[config.mk]
export PLATFORM = sky130hd
export DESIGN_NAME = rational_arith_unit
export DESIGN_NICKNAME = d
export VERILOG_FILES = /design/src/design/rau_pkg.sv /design/src/design/rau_datapath.sv /design/src/design/rau_ctrl.sv /design/src/design/rational_arith_unit.sv
export VERILOG_INCLUDE_DIRS = /design/src /design/src/design
export SDC_FILE = /design/constraint.sdc
export NUM_CORES = 2
export LEC_CHECK = 0
export BUFFER_PORTS_ARGS = -buffer_cell sky130_fd_sc_hd__buf_4
export CAP_MARGIN = 10
export CORE_UTILIZATION = 35
export DETAILED_ROUTE_END_ITERATION = 12
export PLACE_DENSITY = 0.61
export SETUP_SLACK_MARGIN = 0.3
export SLEW_MARGIN = 10
export SYNTH_ARGS = -nofsm -noshare
export SYNTH_HDL_FRONTEND = slang
export SYNTH_SLANG_ARGS = --single-unit
export TNS_END_PERCENT = 30
[constraint.sdc]
create_clock -name clk -period 11.5 [get_ports clk]
set_clock_uncertainty 0.1 [all_clocks]
set_input_delay 0.575 -clock clk [delete_from_list [all_inputs] [get_ports clk]]
set_output_delay 0.575 -clock clk [all_outputs]
set_load 0.05 [all_outputs]
[src/design/rational_arith_unit_assert.svh]
// ----------------------------------------------------------------------------
// Assertion macros for the rational arithmetic unit
// Shared property forms, clocked on clk and disabled while rst_n is low.
// ----------------------------------------------------------------------------
`ifndef RATIONAL_ARITH_UNIT_ASSERT_SVH
`define RATIONAL_ARITH_UNIT_ASSERT_SVH

// Same-cycle implication.
`define RAU_ASSERT_IMP(lbl, ante, cons, msg) \
    lbl: assert property (@(posedge clk) disable iff (!rst_n) (ante) |-> (cons)) \
        else $error(msg);

// Next-cycle implication.
`define RAU_ASSERT_NXT(lbl, ante, cons, msg) \
    lbl: assert property (@(posedge clk) disable iff (!rst_n) (ante) |=> (cons)) \
        else $error(msg);

`endif

[src/design/rau_pkg.sv]
// ----------------------------------------------------------------------------
// rau_pkg
// Widths, opcodes and controller/datapath interface types of the unit.
// ----------------------------------------------------------------------------
package rau_pkg;

    localparam int OPERAND_BITS = 16;
    localparam int OPCODE_W     = 3;
    localparam int PROD_W       = 2 * OPERAND_BITS;
    localparam int SUM_W        = PROD_W + 1;
    localparam int MAG_W        = PROD_W;
    localparam int SHIFT_W      = $clog2(MAG_W);
    localparam int DCNT_W       = $clog2(MAG_W + 1);
    localparam int RES_NUM_W    = 33;
    localparam int RES_DEN_W    = 31;
    localparam int S_TDATA_W    = ((OPCODE_W + 4 * OPERAND_BITS + 7) / 8) * 8;
    localparam int M_TDATA_W    = ((RES_NUM_W + RES_DEN_W + 1 + 7) / 8) * 8;

    typedef enum logic [OPCODE_W-1:0] {
        OP_ADD = 3'd0,
        OP_SUB = 3'd1,
        OP_MUL = 3'd2,
        OP_DIV = 3'd3,
        OP_EQ  = 3'd4,
        OP_GT  = 3'd5
    } opcode_t;

    typedef enum logic [1:0] {
        MS_P0,
        MS_P1,
        MS_DEN
    } mul_sel_t;

    typedef struct packed {
        logic     load;
        logic     mul_en;
        mul_sel_t mul_sel;
        logic     comb;
        logic     gcd_step;
        logic     div_init;
        logic     div_step;
        logic     res_load;
    } dp_cmd_t;

    typedef struct packed {
        logic early;
        logic gcd_done;
        logic div_done;
    } dp_stat_t;

endpackage

[src/design/rau_datapath.sv]
// ----------------------------------------------------------------------------
// rau_datapath
// Operand registers, shared multiplier, combine stage, binary GCD and a pair
// of restoring dividers that reduce numerator and denominator together.
// ----------------------------------------------------------------------------
module rau_datapath (
    input  logic                             clk,
    input  logic                             rst_n,
    input  logic [rau_pkg::S_TDATA_W-1:0]    in_data,
    input  rau_pkg::dp_cmd_t                 cmd,
    output rau_pkg::dp_stat_t                stat,
    output logic [rau_pkg::M_TDATA_W-1:0]    res_tdata,
    output logic                             res_undef
);
    import rau_pkg::*;

    logic [OPCODE_W-1:0]            op_reg;
    logic signed [OPERAND_BITS-1:0] an_reg, ad_reg, bn_reg, bd_reg;
    logic signed [OPERAND_BITS-1:0] mul_x, mul_y;
    logic signed [PROD_W-1:0]       mul_p;
    logic signed [PROD_W-1:0]       p0_reg, p1_reg, pd_reg;

    logic signed [SUM_W-1:0]        p0x, p1x, diff, sum_v, sum_abs;
    logic signed [PROD_W-1:0]       pd_abs;
    logic                           a_undef, b_undef;
    logic                           early, e_undef, e_truth, e_unit;
    logic                           early_reg, e_undef_reg, e_truth_reg, e_unit_reg;
    logic                           neg_reg;

    logic [MAG_W-1:0]               u_reg, v_reg, g_reg;
    logic [SHIFT_W-1:0]             k_reg;
    logic [MAG_W-1:0]               q_n_reg, q_d_reg, rem_n_reg, rem_d_reg;
    logic [MAG_W:0]                 trial_n, trial_d, g_ext;
    logic [DCNT_W-1:0]              cnt_reg;

    logic signed [MAG_W:0]          qn_s, qn_v;
    logic signed [RES_NUM_W-1:0]    res_num_reg;
    logic [RES_DEN_W-1:0]           res_den_reg;
    logic                           res_undef_reg, res_truth_reg;

    // operand pairs per product slot
    always_comb
    begin
        mul_x = an_reg;
        mul_y = bd_reg;
        unique case (cmd.mul_sel)
            MS_P0:
            begin
                mul_x = an_reg;
                mul_y = (op_reg == OP_MUL) ? bn_reg : bd_reg;
            end
            MS_P1:
            begin
                mul_x = bn_reg;
                mul_y = ad_reg;
            end
            MS_DEN:
            begin
                mul_x = ad_reg;
                mul_y = (op_reg == OP_DIV) ? bn_reg : bd_reg;
            end
            default:
            begin
                mul_x = an_reg;
                mul_y = bd_reg;
            end
        endcase
    end

    assign mul_p = PROD_W'(mul_x) * PROD_W'(mul_y);

    assign p0x     = SUM_W'(p0_reg);
    assign p1x     = SUM_W'(p1_reg);
    assign diff    = p0x - p1x;
    assign a_undef = (ad_reg == '0);
    assign b_undef = (bd_reg == '0);

    always_comb
    begin
        sum_v = p0x;
        if (op_reg == OP_ADD)
            sum_v = p0x + p1x;
        else if (op_reg == OP_SUB)
            sum_v = diff;
        early   = 1'b1;
        e_undef = 1'b0;
        e_truth = 1'b0;
        e_unit  = 1'b0;
        case (op_reg) inside
            OP_EQ:
                e_truth = (a_undef || b_undef) ? (a_undef && b_undef) : (diff == '0);
            OP_GT:
                e_truth = (a_undef || b_undef) ? (a_undef && !b_undef) :
                          ((diff != '0) &&
                           ((diff < 0) == (ad_reg[OPERAND_BITS-1] ^ bd_reg[OPERAND_BITS-1])));
            OP_ADD, OP_SUB, OP_MUL, OP_DIV:
            begin
                if (a_undef || b_undef || pd_reg == '0)
                    e_undef = 1'b1;
                else if (sum_v == '0)
                    e_unit = 1'b1;
                else
                    early = 1'b0;
            end
            default:
                early = 1'b1;
        endcase
    end

    assign sum_abs = sum_v[SUM_W-1] ? -sum_v : sum_v;
    assign pd_abs  = pd_reg[PROD_W-1] ? -pd_reg : pd_reg;

    assign g_ext   = {1'b0, g_reg};
    assign trial_n = {rem_n_reg, q_n_reg[MAG_W-1]};
    assign trial_d = {rem_d_reg, q_d_reg[MAG_W-1]};

    assign stat.early    = early;
    assign stat.gcd_done = (u_reg == '0) || (v_reg == '0);
    assign stat.div_done = (cnt_reg == DCNT_W'(MAG_W));

    always_ff @(posedge clk or negedge rst_n)
    begin
        if (!rst_n)
            cnt_reg <= '0;
        else if (cmd.div_init)
            cnt_reg <= '0;
        else if (cmd.div_step)
            cnt_reg <= cnt_reg + DCNT_W'(1);
    end

    always_ff @(posedge clk)
    begin
        if (cmd.load)
        begin
            op_reg <= in_data[OPCODE_W-1:0];
            an_reg <= in_data[OPCODE_W +: OPERAND_BITS];
            ad_reg <= in_data[OPCODE_W + OPERAND_BITS +: OPERAND_BITS];
            bn_reg <= in_data[OPCODE_W + 2 * OPERAND_BITS +: OPERAND_BITS];
            bd_reg <= in_data[OPCODE_W + 3 * OPERAND_BITS +: OPERAND_BITS];
        end

        if (cmd.mul_en)
        begin
            case (cmd.mul_sel)
                MS_P0:   p0_reg <= mul_p;
                MS_P1:   p1_reg <= mul_p;
                default: pd_reg <= mul_p;
            endcase
        end

        if (cmd.comb)
        begin
            early_reg   <= early;
            e_undef_reg <= e_undef;
            e_truth_reg <= e_truth;
            e_unit_reg  <= e_unit;
            neg_reg     <= sum_v[SUM_W-1] ^ pd_reg[PROD_W-1];
            u_reg       <= sum_abs[MAG_W-1:0];
            v_reg       <= pd_abs[MAG_W-1:0];
            q_n_reg     <= sum_abs[MAG_W-1:0];
            q_d_reg     <= pd_abs[MAG_W-1:0];
            k_reg       <= '0;
        end

        // binary GCD: strip common twos, halve an even operand, else subtract odd ones
        if (cmd.gcd_step)
        begin
            if (!u_reg[0] && !v_reg[0])
            begin
                u_reg <= u_reg >> 1;
                v_reg <= v_reg >> 1;
                k_reg <= k_reg + SHIFT_W'(1);
            end
            else if (!u_reg[0])
                u_reg <= u_reg >> 1;
            else if (!v_reg[0])
                v_reg <= v_reg >> 1;
            else if (u_reg >= v_reg)
                u_reg <= u_reg - v_reg;
            else
                v_reg <= v_reg - u_reg;
        end

        if (cmd.div_init)
        begin
            g_reg     <= (u_reg | v_reg) << k_reg;
            rem_n_reg <= '0;
            rem_d_reg <= '0;
        end

        if (cmd.div_step)
        begin
            if (trial_n >= g_ext)
            begin
                rem_n_reg <= MAG_W'(trial_n - g_ext);
                q_n_reg   <= {q_n_reg[MAG_W-2:0], 1'b1};
            end
            else
            begin
                rem_n_reg <= trial_n[MAG_W-1:0];
                q_n_reg   <= {q_n_reg[MAG_W-2:0], 1'b0};
            end
            if (trial_d >= g_ext)
            begin
                rem_d_reg <= MAG_W'(trial_d - g_ext);
                q_d_reg   <= {q_d_reg[MAG_W-2:0], 1'b1};
            end
            else
            begin
                rem_d_reg <= trial_d[MAG_W-1:0];
                q_d_reg   <= {q_d_reg[MAG_W-2:0], 1'b0};
            end
        end

        if (cmd.res_load)
        begin
            if (early_reg)
            begin
                res_num_reg   <= '0;
                res_den_reg   <= e_unit_reg ? RES_DEN_W'(1) : '0;
                res_undef_reg <= e_undef_reg;
                res_truth_reg <= e_truth_reg;
            end
            else
            begin
                res_num_reg   <= RES_NUM_W'(qn_v);
                res_den_reg   <= RES_DEN_W'(q_d_reg);
                res_undef_reg <= 1'b0;
                res_truth_reg <= 1'b0;
            end
        end
    end

    assign qn_s = {1'b0, q_n_reg};
    assign qn_v = neg_reg ? -qn_s : qn_s;

    assign res_tdata = M_TDATA_W'({res_truth_reg, res_den_reg, res_num_reg});
    assign res_undef = res_undef_reg;

endmodule

[src/design/rau_ctrl.sv]
// ----------------------------------------------------------------------------
// rau_ctrl
// Sequencer: multiply, combine, GCD and divide (both skipped for early results), then hand off to output register.
// ----------------------------------------------------------------------------
`include "rational_arith_unit_assert.svh"

module rau_ctrl (
    input  logic               clk,
    input  logic               rst_n,
    input  logic               s_tvalid,
    output logic               s_tready,
    output logic               m_tvalid,
    input  logic               m_tready,
    output rau_pkg::dp_cmd_t   cmd,
    input  rau_pkg::dp_stat_t  stat
);
    import rau_pkg::*;

    typedef enum logic [3:0] {
        ST_IDLE,
        ST_MUL_P0,
        ST_MUL_P1,
        ST_MUL_DEN,
        ST_COMB,
        ST_GCD,
        ST_DIV_INIT,
        ST_DIV,
        ST_DONE
    } state_t;

    state_t state_reg, state_next;
    logic   m_tvalid_reg, m_tvalid_next;

    always_comb
    begin
        state_next    = state_reg;
        m_tvalid_next = m_tvalid_reg && !m_tready;
        cmd           = '0;
        cmd.mul_sel   = MS_P0;
        unique case (state_reg)
            ST_IDLE:
            begin
                if (s_tvalid)
                begin
                    cmd.load   = 1'b1;
                    state_next = ST_MUL_P0;
                end
            end
            ST_MUL_P0:
            begin
                cmd.mul_en  = 1'b1;
                cmd.mul_sel = MS_P0;
                state_next  = ST_MUL_P1;
            end
            ST_MUL_P1:
            begin
                cmd.mul_en  = 1'b1;
                cmd.mul_sel = MS_P1;
                state_next  = ST_MUL_DEN;
            end
            ST_MUL_DEN:
            begin
                cmd.mul_en  = 1'b1;
                cmd.mul_sel = MS_DEN;
                state_next  = ST_COMB;
            end
            ST_COMB:
            begin
                cmd.comb   = 1'b1;
                state_next = stat.early ? ST_DONE : ST_GCD;
            end
            ST_GCD:
            begin
                if (stat.gcd_done)
                    state_next = ST_DIV_INIT;
                else
                    cmd.gcd_step = 1'b1;
            end
            ST_DIV_INIT:
            begin
                cmd.div_init = 1'b1;
                state_next   = ST_DIV;
            end
            ST_DIV:
            begin
                if (stat.div_done)
                    state_next = ST_DONE;
                else
                    cmd.div_step = 1'b1;
            end
            ST_DONE:
            begin
                // hold until the output register is free
                if (!m_tvalid_reg || m_tready)
                begin
                    cmd.res_load  = 1'b1;
                    m_tvalid_next = 1'b1;
                    state_next    = ST_IDLE;
                end
            end
            default:
                state_next = ST_IDLE;
        endcase
    end

    always_ff @(posedge clk or negedge rst_n)
    begin
        if (!rst_n)
        begin
            state_reg    <= ST_IDLE;
            m_tvalid_reg <= 1'b0;
        end
        else
        begin
            state_reg    <= state_next;
            m_tvalid_reg <= m_tvalid_next;
        end
    end

    assign s_tready = (state_reg == ST_IDLE);
    assign m_tvalid = m_tvalid_reg;

    `RAU_ASSERT_NXT(a_accept_mul, s_tvalid && s_tready, state_reg == ST_MUL_P0, "accepted request did not start multiply")
    `RAU_ASSERT_IMP(a_load_free, cmd.res_load, !m_tvalid_reg || m_tready, "result overwritten before taken")
    `RAU_ASSERT_NXT(a_div_end, (state_reg == ST_DIV) && stat.div_done, state_reg == ST_DONE, "divide end not followed by done")

endmodule

[src/design/rational_arith_unit.sv]
// Rational arithmetic unit: takes one request (opcode and two rationals) at a
// time and returns one result, reduced by the GCD with the sign on the
// numerator. A request whose result needs no reduction (comparison, unknown
// opcode, undefined result or zero result) skips the GCD and divide steps;
// otherwise the binary GCD runs one step per cycle on 32-bit magnitudes and
// the pair of bit-serial dividers then makes 32 steps and a closing check.
// A new request is taken while the previous result still waits in the output
// register.
// ----------------------------------------------------------------------------
// rational_arith_unit
// Top level: stream ports around the controller and the datapath.
// ----------------------------------------------------------------------------
module rational_arith_unit (
    input  logic                           clk,
    input  logic                           rst_n,
    input  logic                           s_tvalid,
    output logic                           s_tready,
    // opcode, a_num, a_den, b_num, b_den, zero pad
    input  logic [rau_pkg::S_TDATA_W-1:0]  s_tdata,
    output logic                           m_tvalid,
    input  logic                           m_tready,
    // res_num, res_den, truth, zero pad
    output logic [rau_pkg::M_TDATA_W-1:0]  m_tdata,
    // is_undefined
    output logic                           m_tuser
);
    import rau_pkg::*;

    dp_cmd_t  cmd;
    dp_stat_t stat;

    rau_ctrl u_ctrl (
        .clk      (clk),
        .rst_n    (rst_n),
        .s_tvalid (s_tvalid),
        .s_tready (s_tready),
        .m_tvalid (m_tvalid),
        .m_tready (m_tready),
        .cmd      (cmd),
        .stat     (stat)
    );

    rau_datapath u_datapath (
        .clk       (clk),
        .rst_n     (rst_n),
        .in_data   (s_tdata),
        .cmd       (cmd),
        .stat      (stat),
        .res_tdata (m_tdata),
        .res_undef (m_tuser)
    );

endmodule

---- After elaboration in Yosys (flattened, before gate mapping) ----
Index checks and enable logic that the tools add are counted.
storage, ports and cells
  flip-flop bits (word level) ............. 474
  bits of input ports ..................... 76
  output and inout bits ................... 75
  word-level logic and storage cells ...... 177
operators by class
  add/subtract/negate cells ............... 11
  multipliers ............................. 1
  order comparisons ....................... 4
  equal/unequal tests ..................... 21
  shifts and indexed selects .............. 1
  multiplexer cells ....................... 68
  bitwise logic cells ..................... 6
  reduce and logical (&&, ||, !) cells .... 36
operators with widths
  operator             number
  $mux 32              24
  $sub 32x32->32       4
  $logic_not 32->1     3
  $ge 33x32->1         2
  $logic_not 33->1     2
  $mux 33              2
  $neg 32->32          2
  $pmux 16 s3          1
  $pmux 4 s9           1
  $add 32x32->33       1
  $lt 33x1->1 const B  1
  $neg 32->33          1
  $reduce_bool 33->1   1
  $sub 32x32->33       1
  $ge 32x32->1         1
  $logic_not 16->1     2
  $mul 16x16->32       1
  $mux 16              2
  $or 32x32->32        1
  $pmux 16 s2          1
  $shl 32x5->32        1
  $mux 31              1
  $mux 1               25
  $mux 4               5
  32 further kinds     62

---- Depth between registers and ports, before layout ----
  depth in word-level cells ............... 11
  gate-level depth with buffers ........... 36
  depth with buffers taken out ............ 34

---- Modules after synthesis ----
A second synthesis with hierarchy kept.
unflattened totals
  cells, all modules ...................... 4,878
  area total of the unflattened synthesis .. 44,315.0 um2
modules (own cells, without submodules)
  module        instances  cells each  area an instance (um2)  seq. area each (um2)
  rau_datapath  1          4,834       43,947.1                13,362.8
  rau_ctrl      1          44          367.9                   125.1

---- Worst setup path after synthesis ----
OpenSTA, ideal clock, no wires.
  kind .................................... reg2reg
  from .................................... register u_datapath.op_reg[0]
  to ...................................... register u_datapath.p0_reg[31] (data pin)
  library setup time ...................... 175 ps
  data arrival time ....................... 8,134 ps
  required time ........................... 11,225 ps
  slack ................................... 3,090 ps
  cell stages (with the launch flop) ...... 32
  buffers on the path ..................... 5
  clock period less this slack ............ 8,410 ps
  path through ............................ edfxtp_1 buf_2 buf_2 buf_1 buf_1 mux2i_1 nor3b_1 clkbuf_1 a22oi_1 o21ai_1 nand2_1 fa_1 fa_1 fa_1 fa_1 inv_1 fa_1 inv_1 fa_1 inv_1 ha_1 a21oi_1 o21ai_0 a21oi_1 a21oi_1 nor4_1 o21ai_0 a41oi_1 a21oi_1 o21ai_0 a21oi_1 a31oi_1
on the way
  cells in the longest elaborated chain, start to end .. 4
  elaborated cells on any way between the ends .. 6
  classes of those cells .................. mul (1); eq/ne (2); mux (3)
ends and longest elaborated chain
  what                           line                                    source
  start: declaration             rau_datapath.sv:17                      logic [OPCODE_W-1:0] op_reg;
  start signal: assignment       rau_datapath.sv:135                     op_reg <= in_data[OPCODE_W-1:0];
  $eq 3x2->1 (on tied branches)  rau_datapath.sv:60, rau_datapath.sv:50
  $mux 16 (on tied branches)     rau_datapath.sv:60, rau_datapath.sv:50
  $pmux 16 s3 *                  rau_datapath.sv:46                      unique case (cmd.mul_sel)
  $mul 16x16->32 *               rau_datapath.sv:70                      assign mul_p = PROD_W'(mul_x) * PROD_W'(mul_y);
  via u_datapath.mul_p[31]       rau_datapath.sv:20                      logic signed [PROD_W-1:0] mul_p;
  end signal: assignment         rau_datapath.sv:145                     MS_P0: p0_reg <= mul_p;
  end: declaration               rau_datapath.sv:21                      logic signed [PROD_W-1:0] p0_reg, p1_reg, pd_reg;
The timed path passes the listed nets; every way through them passes the cells marked *.
A chain may end at the register's enable or synchronous reset.

---- Final worst setup path ----
  from .................................... register u_ctrl.state_reg[3]
  to ...................................... register u_datapath.p1_reg[31] (data pin)
on the way
  cells in the longest elaborated chain, start to end .. 5
  elaborated cells on any way between the ends .. 10
  classes of those cells .................. mul (1); eq/ne (5); mux (3); reduce/logical (1)
ends and longest elaborated chain
  what                                        line                 source
  start: declaration                          rau_ctrl.sv:31       state_t state_reg, state_next;
  start signal: assignment                    rau_ctrl.sv:115      state_reg <= state_next;
  $eq 4x2->1 or $eq 4x1->1 (tied branches)    rau_ctrl.sv:40       unique case (state_reg)
  $pmux 3 s3 *                                rau_ctrl.sv:40
  $eq 2x2->1, or another cell as far along    rau_datapath.sv:46
  $pmux 16 s3 or $pmux 16 s2 (tied branches)  rau_datapath.sv:46
  $mul 16x16->32 *                            rau_datapath.sv:70
  via u_datapath.mul_p[31]                    rau_datapath.sv:20
  end signal: assignment                      rau_datapath.sv:146  MS_P1: p1_reg <= mul_p;
  end: declaration                            rau_datapath.sv:21
Marks and branches as above.

==> flow_summary.ini <==
[cts]
cts_sinks = 474
clock-root-buffer = clkbuf_16
cts_setup_buffers = 0
cts_tree = done
insertion_delay_ns = 0.68
cts_inserted_buffers = 56
h-tree-depth = 2
cts_resized = 0
hold_buffers = 67
clk_pin_slew_worst_paths_ns = 0.07
cts.path.max_buffers = 3

[yosys]
yosysSeqAreaShare = 0.308
synth_most_common_cell = nor2_1
ys_warn_count = 0
netlist_instances = 4779
avgSynthCellArea_sq_um = 9.17
ys_ff_latch = 474
synth_area_leaders = edfxtp_1, fa_1, ha_1
synth_area_leader_cell = edfxtp_1
yosys_most_used_dff = edfxtp_1
synth_top_area_frac = 0.270
synth_edf_count = 394
synth_cell_types = 107
netlist_area_sq_um = 43800
ys_top_cells_by_count = nor2_1, inv_1, edfxtp_1
ys_async_sr_fraction = 0.0232

[worst_hold_path]
hold_start = s_tdata[5]
hold_path_end = u_datapath.an_reg[2]
worstHoldPathType = primary input to flop
hold-path-cell-count = 1

[layout]
largest_reg_flops = 33
layout-drive-gt1-share = 0.0858
nFillCells = 12400
regArea_sq_um = 13500
multiInputGateArea_sq_um = 27700
stdcell_area_sq_um = 49200
diodes = 0
finalNetCount = 5566
area_delta_synth_final_pct = 12.2

[global_route]
grt_overflow_total = 0
first_global_vias = 35800
grt_max_degree = 74
grt_pass1_wl_mm = 217
grt_antenna_before_repair = 8
grt_use_total = 0.222

[worst_setup_path]
endpoint_kind = flop
reg2reg_depth = 31
cp_max_fo = 18
rrSetupSlack_ns = 1.25
rr_startpoint = u_ctrl.state_reg[3]
cp_slowest_cell = o21ai_1
crit_required_ns = 11.84
critPathLaunchType = flop
worst_path_most_repeated_cell = fa_1
critPathKind = flop to flop
reg2reg_to = u_datapath.p1_reg[31]
arrival_ns = 10.58
max_stage_delay_ns = 0.71

[place]
io_buffers = 138
place_area_sq_um = 46700
gp_congestion = 0.986
dp_hpwl_mm = 111

[run]
maxCapViolations = 0

[timing]
min_period_over_period = 0.891
slew_headroom = 0.191
min_period_ns = 10.25
tns_ns = 0
timing.fmax_ghz = 0.0976
timing_hold_violations_final = 0
slew_violations = 0
rsz0062_at_grt = false
finalSetupViolations = 0
worstMarginPinSlew_ns = 1.21

[drt]
wl_per_cell_um = 21.6
wl_mm = 142
vias = 36500
postRouteAntennaNets = 0
drtIter0Drc = 3519
drc_errors = 18
drtPass1Iterations = 10
vias_per_cell = 5.54

[floorplan]
core_area_sq_um = 124000
num_rows = 129
die_h_um = 356
io_pins = 151
start_util = 0.354
chipWidth_um = 356
die_area_sq_um = 127000

[outcome]
failed_checks = design-rule violations
status = complete, but fails checks
==> stage by stage <==
| stage | hold WS (ns) | worst slack [ns] | instances | utilization |
|---|---|---|---|---|
| after floorplan | 0.179 | 3.09 | 4785 | - |
| after global placement | 0.356 | 1.57 | 6417 | 0.377 |
| after detailed placement | 0.355 | 1.46 | 6417 | 0.377 |
| after CTS | 0.000772 | 1.40 | 6589 | 0.397 |
| after global routing | 0.0109 | 0.720 | 6589 | 0.397 |
| final | 0.0303 | 1.25 | 6589 | 0.397 |
==> routing by layer <==
layer | vias up | track usage | part of all wire
met5 | - | 0 | 0.00019
met4 | 4 | 0.0854 | 0.041
met3 | 243 | 0.0340 | 0.072
met2 | 1329 | 0.354 | 0.45
met1 | 17900 | 0.302 | 0.44
li1 | 17000 | - | -
==> final cells by class <==
| class | count | area share |
|---|---|---|
| Multi-Input combinational cell | 3578 | 0.563 |
| Inverter | 524 | 0.0400 |
| Tap cell | 1637 | 0.0417 |
| Clock inverter | 46 | 0.00776 |
| Sequential cell | 474 | 0.274 |
| Clock buffer | 59 | 0.0287 |
| Timing Repair Buffer | 271 | 0.0448 |
==> kinds of logic (layout without fill, tap and decap cells) <==
group	Yosys count	after routing	share of synthesized area
AND/OR/NAND/NOR	1454	1454	0.155
flip-flops	474	474	0.308
other	1	7	0.0000856
multiplexers	111	111	0.0332
XOR/XNOR	266	266	0.0532
buffers and inverters	733	900	0.0645
adder cells (fa/ha/maj)	585	585	0.213
AO/OA/AOI/OAI	1155	1155	0.173
==> worst max path at each step <==
stage	start	endpoint	slack [ns]	cells past startpoint
final	u_ctrl.state_reg[3]	u_datapath.p1_reg[31]	1.25	31
after global routing	u_ctrl.state_reg[3]	u_datapath.p0_reg[31]	0.72	31
after CTS	u_ctrl.state_reg[3]	u_datapath.p1_reg[31]	1.40	31
after detailed placement	u_ctrl.state_reg[3]	u_datapath.p1_reg[31]	1.46	31
after global placement	u_ctrl.state_reg[3]	u_datapath.p0_reg[31]	1.57	30
after floorplan	u_datapath.op_reg[0]	u_datapath.p0_reg[31]	3.09	31
==> placed cells by master, fill, tap and decap left out, drive strengths merged, types with 34 or more instances in the layout <==
| cell type | instances |
|---|---|
| a211oi | 45 |
| a21o | 73 |
| a21oi | 353 |
| a22oi | 58 |
| buf | 204 |
| clkbuf | 59 |
| clkinv | 34 |
| dfxtp | 69 |
| dlygate4sd3 | 67 |
| edfxtp | 394 |
| fa | 268 |
| ha | 317 |
| inv | 527 |
| mux2i | 69 |
| nand2 | 383 |
| nand2b | 49 |
| nand3 | 60 |
| nand4 | 45 |
| nor2 | 548 |
| nor2b | 77 |
| nor3 | 68 |
| nor4 | 64 |
| o211ai | 34 |
| o21ai | 215 |
| o21bai | 44 |
| o22ai | 36 |
| o31ai | 46 |
| xnor2 | 163 |
| xor2 | 103 |
==> critical path: cells and delay by family, from the launching register on <==
kind,cells,cell delay (ns)
adder cells (fa/ha/maj),8,3.58
AO/OA/AOI/OAI,12,3.06
AND/OR/NAND/NOR,5,1.81
buffers and inverters,5,0.84
flip-flops,1,0.46
multiplexers,1,0.14
Power is not shown: default switching activity piles up to over one toggle a cycle in this logic, so the estimate is an artifact.
